### config.mk
export PLATFORM = sky130hd
export DESIGN_NAME = software_timer_table_flat
export DESIGN_NICKNAME = d
export VERILOG_FILES = /design/src/rtl/stt_pkg.sv /design/src/rtl/stt_ifs.sv /design/src/rtl/software_timer_table.sv /design/src/flat_wrapper.sv
export SDC_FILE = /design/constraint.sdc
export NUM_CORES = 2
export LEC_CHECK = 0
export BUFFER_PORTS_ARGS = -buffer_cell sky130_fd_sc_hd__buf_2
export CAP_MARGIN = 20
export CORE_ASPECT_RATIO = 0.9
export CORE_MARGIN = 2
export CORE_UTILIZATION = 48
export DETAILED_ROUTE_END_ITERATION = 8
export GPL_TIMING_DRIVEN = 0
export PLACE_DENSITY = 0.62
export SLEW_MARGIN = 20
export SYNTH_ARGS = -nofsm -noshare
export SYNTH_HDL_FRONTEND = slang
export SYNTH_SLANG_ARGS = --single-unit
### constraint.sdc
create_clock -name clk -period 11.2 [get_ports clk]
set_input_delay 1.68 -clock clk [delete_from_list [all_inputs] [get_ports clk]]
set_output_delay 1.68 -clock clk [all_outputs]
set_load 0.05 [all_outputs]
### src/rtl/stt_pkg.sv
// Shared types and codes of the software timer table.
package stt_pkg;

  typedef enum logic [1:0] {
    CMD_ADD = 2'd0,
    CMD_DEL = 2'd1,
    CMD_MOD = 2'd2,
    CMD_RUN = 2'd3
  } cmd_t;

  localparam logic STATUS_OK      = 1'b0;
  localparam logic STATUS_REFUSED = 1'b1;

  typedef struct packed {
    cmd_t        cmd;
    logic [3:0]  slot;
    logic [31:0] expiry;
    logic [7:0]  handler;
    logic [31:0] payload;
    logic [31:0] now;
  } req_t;

  typedef struct packed {
    logic        status;
    logic        fired;
    logic [3:0]  fired_slot;
    logic [7:0]  fired_handler;
    logic [31:0] fired_payload;
  } rsp_t;

endpackage

### src/rtl/stt_ifs.sv
// Request and response channel interfaces of the software timer table.
interface stt_req_if;
  import stt_pkg::*;
  logic valid;
  logic ready;
  req_t data;
  modport source (output valid, output data, input ready);
  modport sink (input valid, input data, output ready);
endinterface

interface stt_rsp_if;
  import stt_pkg::*;
  logic valid;
  logic ready;
  rsp_t data;
  modport source (output valid, output data, input ready);
  modport sink (input valid, input data, output ready);
endinterface

### src/rtl/software_timer_table.sv
// Software timer table: slot store, insertion order and sequenced scan.
//
// Requests arrive on req (valid/ready) carrying cmd, slot, expiry, handler,
// payload and now; each request gives exactly one response on rsp.
// Add, modify, refused and unarmed-slot delete requests pass from EXEC to DONE.
// Run: EXEC, SCAN, PICK, DONE; one tick subtractor and one order comparator walk
// the slot memories slot by slot, in slot order, behind a registered read port.
// Delete of an armed slot: EXEC, FETCH, SWEEP, DONE; the same walk closes up the
// insertion order with one order-memory write for each armed slot behind it.
// req.ready is high only while the sequencer is idle, from the cycle after the
// previous response is loaded, so a new request is taken only once the last
// one has its response loaded.
// The response register holds its result while rsp.ready is low; a new
// request is still taken and worked, and its result waits for the register.
// Reset (rst, synchronous) disarms every slot and clears the armed count;
// the slot memories need no clearing because the armed bits guard them.
module software_timer_table #(
  parameter int SLOTS      = 16,
  parameter int TICK_WIDTH = 32
) (
  input  logic      clk,
  input  logic      rst,
  stt_req_if.sink   req,
  stt_rsp_if.source rsp
);
  import stt_pkg::*;

  localparam int SW = (SLOTS > 1) ? $clog2(SLOTS) : 1;
  localparam int CW = $clog2(SLOTS + 1);

  typedef enum logic [6:0] {
    S_IDLE  = 7'b0000001,
    S_EXEC  = 7'b0000010,
    S_FETCH = 7'b0000100,
    S_SCAN  = 7'b0001000,
    S_SWEEP = 7'b0010000,
    S_PICK  = 7'b0100000,
    S_DONE  = 7'b1000000
  } state_t;

  state_t                  state;
  cmd_t                    cmd_r;
  logic [3:0]              slot_r;
  logic [TICK_WIDTH-1:0]   expiry_r;
  logic [7:0]              handler_r;
  logic [31:0]             payload_r;
  logic [TICK_WIDTH-1:0]   now_r;
  logic [SLOTS-1:0]        armed;
  logic [CW-1:0]           armed_count;
  logic [SW-1:0]           rd_idx;
  logic [SW-1:0]           pos_ref;
  logic                    found;
  logic [SW-1:0]           best_slot;
  logic [SW-1:0]           best_pos;
  logic [7:0]              best_handler;
  logic [31:0]             best_payload;
  rsp_t                    res;
  rsp_t                    out_data;
  logic                    out_valid;

  logic [TICK_WIDTH-1:0]   exp_mem [SLOTS];
  logic [7:0]              hnd_mem [SLOTS];
  logic [31:0]             pay_mem [SLOTS];
  logic [SW-1:0]           ord_mem [SLOTS];
  logic [TICK_WIDTH-1:0]   exp_rd;
  logic [7:0]              hnd_rd;
  logic [31:0]             pay_rd;
  logic [SW-1:0]           ord_rd;

  logic [SW-1:0]           slot_idx;
  logic                    in_range;
  logic                    last;
  logic [SW-1:0]           rd_addr;
  logic [TICK_WIDTH-1:0]   tick_b;
  logic [TICK_WIDTH-1:0]   tick_diff;
  logic                    reached;
  logic                    add_ok;
  logic                    scan_hit;
  logic                    sweep_dec;
  logic                    exp_we;
  logic                    fill_we;
  logic                    ord_we;
  logic [SW-1:0]           ord_wa;
  logic [SW-1:0]           ord_wd;

  assign req.ready = (state == S_IDLE);
  assign rsp.valid = out_valid;
  assign rsp.data  = out_data;

  assign slot_idx = SW'(slot_r);
  assign in_range = (32'(slot_r) < 32'(SLOTS));
  assign last     = (rd_idx == SW'(SLOTS - 1));

  // shared tick unit: wrap-safe "now has reached expiry"
  assign tick_b    = (state == S_SCAN) ? exp_rd : expiry_r;
  assign tick_diff = now_r - tick_b;
  assign reached   = !tick_diff[TICK_WIDTH-1];

  assign add_ok    = in_range && !armed[slot_idx] && !reached;
  assign scan_hit  = armed[rd_idx] && reached && (!found || (ord_rd < best_pos));
  assign sweep_dec = (state == S_SWEEP) && armed[rd_idx] && (ord_rd > pos_ref);

  always_comb begin
    unique case (state)
      S_EXEC:          rd_addr = (cmd_r == CMD_DEL) ? slot_idx : '0;
      S_SCAN, S_SWEEP: rd_addr = last ? '0 : rd_idx + SW'(1);
      default:         rd_addr = '0;
    endcase
  end

  always_comb begin
    exp_we  = 1'b0;
    fill_we = 1'b0;
    ord_we  = 1'b0;
    ord_wa  = slot_idx;
    ord_wd  = SW'(armed_count);
    if (state == S_EXEC && in_range) begin
      case (cmd_r)
        CMD_ADD: begin
          exp_we  = add_ok;
          fill_we = add_ok;
          ord_we  = add_ok;
        end
        CMD_MOD: exp_we = 1'b1;
        default: exp_we = 1'b0;
      endcase
    end
    if (sweep_dec) begin
      ord_we = 1'b1;
      ord_wa = rd_idx;
      ord_wd = ord_rd - SW'(1);
    end
  end

  always_ff @(posedge clk) begin
    exp_rd <= exp_mem[rd_addr];
    hnd_rd <= hnd_mem[rd_addr];
    pay_rd <= pay_mem[rd_addr];
    ord_rd <= ord_mem[rd_addr];
    if (exp_we) begin
      exp_mem[slot_idx] <= expiry_r;
    end
    if (fill_we) begin
      hnd_mem[slot_idx] <= handler_r;
      pay_mem[slot_idx] <= payload_r;
    end
    if (ord_we) begin
      ord_mem[ord_wa] <= ord_wd;
    end
  end

  // request capture, delete order reference and scan datapath
  always_ff @(posedge clk) begin
    if (state == S_IDLE && req.valid) begin
      cmd_r     <= req.data.cmd;
      slot_r    <= req.data.slot;
      expiry_r  <= TICK_WIDTH'(req.data.expiry);
      handler_r <= req.data.handler;
      payload_r <= req.data.payload;
      now_r     <= TICK_WIDTH'(req.data.now);
    end
    if (state == S_FETCH) begin
      pos_ref <= ord_rd;
    end
    if (state == S_SCAN && scan_hit) begin
      best_slot    <= rd_idx;
      best_pos     <= ord_rd;
      best_handler <= hnd_rd;
      best_payload <= pay_rd;
    end
  end

  always_ff @(posedge clk) begin
    if (rst) begin
      state       <= S_IDLE;
      armed       <= '0;
      armed_count <= '0;
      found       <= 1'b0;
      rd_idx      <= '0;
      res         <= '0;
      out_data    <= '0;
      out_valid   <= 1'b0;
    end else begin
      if (out_valid && rsp.ready) begin
        out_valid <= 1'b0;
      end
      unique case (state)
        S_IDLE: begin
          if (req.valid) begin
            state <= S_EXEC;
          end
        end
        S_EXEC: begin
          res    <= '0;
          rd_idx <= '0;
          found  <= 1'b0;
          state  <= S_DONE;
          if (cmd_r == CMD_RUN) begin
            state <= S_SCAN;
          end else if (!in_range) begin
            res.status <= STATUS_REFUSED;
          end else begin
            case (cmd_r)
              CMD_ADD: begin
                if (add_ok) begin
                  armed[slot_idx] <= 1'b1;
                  armed_count     <= armed_count + CW'(1);
                end else begin
                  res.status <= STATUS_REFUSED;
                end
              end
              CMD_DEL: begin
                if (armed[slot_idx]) begin
                  state <= S_FETCH;
                end
              end
              default: res.status <= STATUS_OK;
            endcase
          end
        end
        S_FETCH: begin
          armed[slot_idx] <= 1'b0;
          if (armed_count != '0) begin
            armed_count <= armed_count - CW'(1);
          end
          rd_idx <= '0;
          state  <= S_SWEEP;
        end
        S_SCAN: begin
          if (scan_hit) begin
            found <= 1'b1;
          end
          if (last) begin
            state <= S_PICK;
          end else begin
            rd_idx <= rd_idx + SW'(1);
          end
        end
        S_SWEEP: begin
          if (last) begin
            state <= S_DONE;
          end else begin
            rd_idx <= rd_idx + SW'(1);
          end
        end
        S_PICK: begin
          if (found && best_handler != 8'd0) begin
            res.fired         <= 1'b1;
            res.fired_slot    <= 4'(best_slot);
            res.fired_handler <= best_handler;
            res.fired_payload <= best_payload;
          end
          state <= S_DONE;
        end
        S_DONE: begin
          if (!out_valid || rsp.ready) begin
            out_data  <= res;
            out_valid <= 1'b1;
            state     <= S_IDLE;
          end
        end
        default: state <= S_IDLE;
      endcase
    end
  end

endmodule

### src/flat_wrapper.sv
// flat-port wrapper written by rule: the top's interface ports become plain ports
module software_timer_table_flat import stt_pkg::*;
#(
  parameter int SLOTS      = 16,
  parameter int TICK_WIDTH = 32
)
  (clk, rst, req_valid, req_data, req_ready, rsp_valid, rsp_data, rsp_ready);
  stt_req_if req_i ();
  stt_rsp_if rsp_i ();
  input  logic clk;
  input  logic rst;
  input wire logic [$bits(req_i.valid)-1:0] req_valid;
  input wire logic [$bits(req_i.data)-1:0] req_data;
  output wire logic [$bits(req_i.ready)-1:0] req_ready;
  output wire logic [$bits(rsp_i.valid)-1:0] rsp_valid;
  output wire logic [$bits(rsp_i.data)-1:0] rsp_data;
  input wire logic [$bits(rsp_i.ready)-1:0] rsp_ready;
  assign req_i.valid = req_valid;
  assign req_i.data = req_data;
  assign req_ready = req_i.ready;
  assign rsp_valid = rsp_i.valid;
  assign rsp_data = rsp_i.data;
  assign rsp_i.ready = rsp_ready;
  software_timer_table #(.SLOTS(SLOTS), .TICK_WIDTH(TICK_WIDTH)) u_core (.clk(clk), .rst(rst), .req(req_i), .rsp(rsp_i));
endmodule
# Yosys cells after proc, flatten, opt, wreduce, memory -nomap -nowiden
# Memory sizes are Yosys's and may differ from the RTL's. A register that Yosys moved wholly into a read port is not among the register bits.
# Index checks and enable logic that the tools add are counted.
dict set report op_classes {
  mux 52
  bitwise_logic 3
  addsub 5
  n_eq_ne 22
  order_cmp 5
  n_reduce_logical 32
}
# cell count
set ops {}
lappend ops {{$pmux 45 s2} 1}
lappend ops {{$mux 7} 7}
lappend ops {{$pmux 7 s7} 1}
lappend ops {{$mux 16} 3}
lappend ops {{$mux 45} 1}
lappend ops {{$mux 32} 1}
lappend ops {{$pmux 16 s2} 1}
lappend ops {{$sub 32x32->32} 1}
lappend ops {{$mux 1} 20}
lappend ops {{$mux 4} 5}
lappend ops {{$mux 5} 4}
lappend ops {{$and 16x16->16} 1}
lappend ops {{$not 16->16} 1}
lappend ops {{$or 16x16->16} 1}
lappend ops {{$pmux 4 s2} 2}
lappend ops {{$ne 2x1->1 const B} 6}
lappend ops {{$logic_and 1x1->1} 10}
lappend ops {{$lt 4x5->1 const B} 2}
lappend ops {{$ne 2x2->1 const B} 5}
lappend ops {{$pmux 5 s2} 1}
lappend ops {{$bmux 1 s4} 2}
lappend ops {{$reduce_and 2->1} 4}
lappend ops {{$reduce_and 4->1} 2}
lappend ops {{$reduce_bool 2->1} 4}
lappend ops {{26 further kinds} 33}
dict set report totals {
  in_bits 114
  mem_count 4
  regBits 288
  ramBits 1216
  out_inout_bits 48
}
# memory depth width rd rd_clocked_by_memory_dff wr line
set memory_table {}
lappend memory_table {u_core.exp_mem 16 32 1 1 1 software_timer_table.sv:61} ;# logic [TICK_WIDTH-1:0] exp_mem [SLOTS];
lappend memory_table {u_core.pay_mem 16 32 1 1 1 software_timer_table.sv:63} ;# logic [31:0] pay_mem [SLOTS];
lappend memory_table {u_core.hnd_mem 16 8 1 1 1 software_timer_table.sv:62} ;# logic [7:0] hnd_mem [SLOTS];
lappend memory_table {u_core.ord_mem 16 4 1 1 1 software_timer_table.sv:64} ;# logic [SW-1:0] ord_mem [SLOTS];

# Longest topological paths before layout
dict set report logic_depth {
  ltp_word 9
  ltp_mapped 15
}

# Worst setup path after synthesis
# No wires, ideal clock.
dict set report synth_path {
  kind {reg2reg}
  startpoint {register u_core.state[6]}
  endpoint {memory u_core.hnd_mem[11][0], enable pin}
  setup_ps 438
  slack_ps 5543
  path_buffers 2
  path_stages_with_launch 15
  arrival_time_ps 5219
  path_cell_list {dfxtp_1 or4_1 buf_2 nor3_2 buf_1 mux2i_1 ha_1 a21o_1 a22o_1 o21ai_0 o211ai_1 or3_4 nand2_1 nand2_1 nor2_1}
}
dict set report synth_between {
  elab_chain_len 8
  elab_cells_between_ends 9
}
# item line
set synth_lines {}
lappend synth_lines {{from (decl)} software_timer_table.sv:41} ;# state_t state;
lappend synth_lines {{from (signal assigned)} software_timer_table.sv:175} ;# state <= S_IDLE;
lappend synth_lines {{from (signal assigned)} software_timer_table.sv:190} ;# state <= S_EXEC;
lappend synth_lines {{from (signal assigned)} software_timer_table.sv:197} ;# state <= S_DONE;
lappend synth_lines {{$eq 7x4->1} software_timer_table.sv:95} ;# assign tick_b = (state == S_SCAN) ? exp_rd : expiry_r;
lappend synth_lines {{$mux 32} software_timer_table.sv:95}
lappend synth_lines {{$sub 32x32->32} software_timer_table.sv:96} ;# assign tick_diff = now_r - tick_b;
lappend synth_lines {{$logic_and 1x1->1} software_timer_table.sv:99} ;# assign add_ok = in_range && !armed[slot_idx] && !reached;
lappend synth_lines {{$mux 1} software_timer_table.sv:118} ;# case (cmd_r)
lappend synth_lines {{$mux 1 (*)} software_timer_table.sv:117} ;# if (state == S_EXEC && in_range) begin
lappend synth_lines {{$mux 1 (*)} software_timer_table.sv:143} ;# if (fill_we) begin
lappend synth_lines {{$mux 1 (implied by the code) (*)} software_timer_table.sv:144} ;# hnd_mem[slot_idx] <= handler_r;
lappend synth_lines {{to (decl)} software_timer_table.sv:62}
# Mark *: on every way between the ends. The rest lies on a longest branch, timed or not.

# Final worst setup path
dict set report layout_path {
  startpoint {register u_core.state[6]}
  endpoint {memory u_core.exp_mem[12][7], enable pin}
}
dict set report layout_between {
  elab_chain_len 8
  elab_cells_between_ends 9
}
# item line
set layout_lines {}
lappend layout_lines {{$eq 7x4->1} software_timer_table.sv:95}
lappend layout_lines {{$mux 32} software_timer_table.sv:95}
lappend layout_lines {{$sub 32x32->32} software_timer_table.sv:96}
lappend layout_lines {{$logic_and 1x1->1} software_timer_table.sv:99}
lappend layout_lines {{$pmux 1 s2} software_timer_table.sv:118}
lappend layout_lines {{$mux 1 (*)} software_timer_table.sv:117}
lappend layout_lines {{$mux 1 (*)} software_timer_table.sv:140} ;# if (exp_we) begin
lappend layout_lines {{$mux 1 (implied by the code) (*)} software_timer_table.sv:141} ;# exp_mem[slot_idx] <= expiry_r;
lappend layout_lines {{to (decl)} software_timer_table.sv:61}
# Marked as above.

==> summary.md <==
| Metric | Value |
|---|---|
| Slowest stage delay, CP | `0.90 ns` |
| Power per cell area | `173.4 nW/um^2` |
| Yosys reg bits | `1580` |
| Worst Max-Slew Pin Slew | `1.270 ns` |
| Avg Inst Size Synth | `13.99 sq um` |
| HP Class | `reg2reg` |
| Worst Path Required | `11.67 ns` |
| Largest net degree at the start of global routing | `49` |
| Worst path buffer plus inverter count | `4` |
| Total number of vias | `38240` |
| Via/cell ratio | `5.850` |
| Htree depth | `4` |
| Distinct cell type count of the synthesized netlist | `63` |
| Final Skew | `0.02748 ns` |
| Filler cell count | `10140` |
| Chip Width | `379.1 um` |
| M1 WL | `73390 um` |
| Gp weighted congestion | `0.8732` |
| Largest family of logic cells by synthesized area | `compound AO/OA/AOI/OAI gates` |
| Syn-to-layout area delta | `15.02%` |
| Final worst slack | `3.543 ns` |
| Port-buffer cells | `161` |
| Synth Area in Compound Gates | `10.71%` |
| Final min period | `7.657 ns` |
| Post-synthesis mux area share | `0.9139%` |
| GR Overflow Total | `0` |
| R2R setup slack | `3.54 ns` |
| Core ar. | `125300 sq um` |
| Vias in the first global route | `36250` |
| Final Max Slew Viols | `0` |
| Wirelength, routed | `169500 um` |
| Clk sinks | `1580` |
| Endpoint type of the worst setup path | `flip-flop` |
| Std cell rows | `123` |
| Uppermost routed layer | `met4` |
| Async set-or-reset flop fraction in the synthesized netlist | `0%` |
| Setup CP Type | `reg2reg` |
| Die height | `341.6 um` |
| Cell Chain, Critical Path | `or4_1, buf_2, nor3_2, buf_1, mux2i_1, ha_1, a21oi_1, nor2_1, o31ai_1, a31oi_1, or3_4, a21oi_2, o21ai_2, buf_2, nor2_4, buf_12` |
| Met3 WL post-DR | `19070 um` |
| WL met2 | `72490 um` |
| Most frequent cells in the layout | `edfxtp_1 (1378), nand2_1 (854), a211oi_1 (308), a31oi_1 (307), and2_1 (306)` |
| Post-synth EDFFs | `1378` |
| Clock Latency Late Sink | `0.79 ns` |
| Crit start category | `flip-flop` |
| CP dominant cell by count | `buf_2` |
| XOR/XNOR Fraction of Synth Area | `0.1153%` |
| Final instance count without filler cells | `6537` |
| Initial core utilization | `48.52%` |
| Crit-path slowest cell | `nor3_2` |
| Crit Path Max Fanout | `19` |
| Syn nets | `4503` |
| Number of DRC markers after the initial detailed-route iteration | `4878` |
| I/O Pins | `162` |
| Clock Tree Buf Depth | `3` |
| FF-to-FF End | `u_core.exp_mem[12][7]` |
| Final setup viols | `0` |
| Post-CTS Setup Inserts | `0` |
| First-pass GRT wire length | `243900 um` |
| FF-to-FF Start | `u_core.state[6]` |
| Drt pass-1 iters | `6` |
| Post-CTS sizing | `0` |
| Path length in cells of the critical path | `16` |
| Most common cell after layout, fill and taps aside | `edfxtp_1` |
| Share of cells above drive strength 1 | `12.98%` |
| HPWL after DPL | `112900 um` |
| Fmax | `130.6 MHz` |
| Final hold violations | `0` |
| Setup tns final | `0 ns` |
| CTS root buf | `clkbuf_16` |
| Pre-CTS setup slack | `3.621 ns` |
| Max-slew headroom | `15.36%` |
| Adder-cell share of the synthesized area | `0.8974%` |
| Drt wl/cell | `25.92 um` |
| Dpl cells | `6240` |
| Worst IR drop on VDD | `0.1783 mV` |
| Max Cap Violations | `0` |
| Worst R2R Path Depth | `16` |
| TritonCTS clock tree | `yes` |
| Post-route DRC | `0` |
| RSZ-0062 raised after global routing | `false` |
| Family with the most delay on the worst path | `simple AND/OR/NAND/NOR gates` |
| YS warnings | `0` |
| Clock slew at reported path FFs | `0.06 ns` |
| Mapped Cells | `4346` |
| Simple-gate share of the synthesized area | `10.38%` |
| Post-Synthesis Cell Area | `60790 sq um` |
| Initial antenna violation count | `13` |
| Setup crit end | `u_core.exp_mem[12][7]` |
| Residual antenna-violating net count after detailed routing | `0` |
| Worst setup path startpoint | `u_core.state[6]` |
| Period utilisation layout | `68.37%` |
| Leakage power figure | `23.63 nW` |
| Total CTS buffers | `159` |
| Hold_buf cts | `0` |
| CP arrival | `8.13 ns` |
| Outcome | `finished clean` |
| Die ar. | `129500 sq um` |
| Final net count | `4871` |
| Seq/Total Area, Yosys | `74.72%` |
| Dominant synthesized flop cell | `edfxtp_1` |
| GRT Overall Usage | `26.01%` |
-- Yosys cell counts (all sizes together) (2+ instances only) --
cell type     n  share of area (%)
edfxtp     1378                 68
nand2       854                5.3
a211oi      308                3.8
a31oi       307                3.2
and2        307                3.2
dfxtp       202                6.7
clkbuf      169                1.0
a22oi       156                1.9
a21oi       131                1.1
buf         130                1.1
nand3        71               0.66
nor2         69               0.43
o21ai        44               0.38
ha           42               0.86
mux2i        33               0.54
inv          25               0.15
nor2b        17               0.17
nor3         10              0.091
mux4          9               0.33
nand4         8              0.082
xnor2         8               0.12
or3           6              0.078
nand2b        5              0.051
nor3b         5              0.062
nor4          5              0.062
or4           5              0.062
a21o          4              0.049
and3          4              0.041
a21boi        3              0.056
a22o          3              0.043
or2           3              0.031
and3b         2              0.029
and4          2              0.029
mux2          2              0.037
nor4b         2              0.039
o211ai        2              0.025
o311ai        2              0.041
-- state kept, by name, indices dropped and copies added (netlist names), 2 cells and up, named ones only --
signal	flops
u_core.armed_count	5
u_core.best_handler	8
u_core.best_payload	32
u_core.best_pos	4
u_core.best_slot	4
u_core.cmd_r	2
u_core.exp_mem	512
u_core.exp_rd	32
u_core.expiry_r	32
u_core.handler_r	8
u_core.hnd_mem	128
u_core.hnd_rd	8
u_core.now_r	32
u_core.ord_mem	64
u_core.ord_rd	4
u_core.pay_mem	512
u_core.pay_rd	32
u_core.payload_r	32
u_core.pos_ref	4
u_core.rd_idx	4
u_core.res	46
u_core.rsp.data	46
u_core.slot_idx	4
u_core.state	7
-- final cells by class --
| type | instances | area [sq um] | area share (%) |
|---|---|---|---|
| clock buffer | 206 | 4315 | 6.172 |
| inverter | 25 | 113.9 | 0.1628 |
| buffer | 299 | 1286 | 1.840 |
| multi-input combinational | 2442 | 14180 | 20.29 |
| tap | 1687 | 2111 | 3.019 |
| antenna | 3 | 7.507 | 0.01074 |
| timing repair buffer | 207 | 1735 | 2.482 |
| clock inverter | 88 | 740.7 | 1.059 |
| sequential | 1580 | 45420 | 64.97 |
-- kinds of logic after synthesis --
kind of cell    Yosys count
compound gates          970
xor+xnor                  8
fa+ha+maj                43
buf+inv                 324
flops                  1580
mux                      44
simple gates           1377
-- per-layer routing --
layer,vias to the layer above,track usage (%)
met5,-,0
met4,0,8.094
met1,18920,39.06
met3,255,6.253
li1,17110,-
met2,1956,37.45
-- where the power goes --
part           internal (mW)  switching [mW]
clock                   2.94            2.24
combinational         0.0894           0.198
sequential              6.51           0.144
-- worst min-delay path by stage --
stage / from / end / slack [ns] / cells after the start
2_1_floorplan: u_core.hnd_rd[0] / u_core.best_handler[0] / 0.39 / 0
6_report: u_core.pay_rd[7] / u_core.best_payload[7] / 0.40 / 0
5_1_grt: u_core.pay_rd[2] / u_core.best_payload[2] / 0.41 / 0
3_3_place_gp: u_core.pay_rd[1] / u_core.best_payload[1] / 0.39 / 0
3_5_place_dp: u_core.pay_rd[15] / u_core.best_payload[15] / 0.39 / 0
4_1_cts: u_core.pay_rd[15] / u_core.best_payload[15] / 0.40 / 0
-- metrics by stage --
step / hold WS (ns) / util (%) / area (sq um) / power, mW
floorplan: 0.3855 / - / 60790 / 6.867
global placement: 0.3895 / 50.85 / 63700 / 7.052
detailed placement: 0.3887 / 51.77 / 64850 / 7.065
CTS: 0.4028 / 55.81 / 69910 / 12.18
global route: 0.4103 / 55.81 / 69910 / 12.45
finish: 0.4025 / 55.81 / 69920 / 12.13
Power figures use the tool's default switching activity.
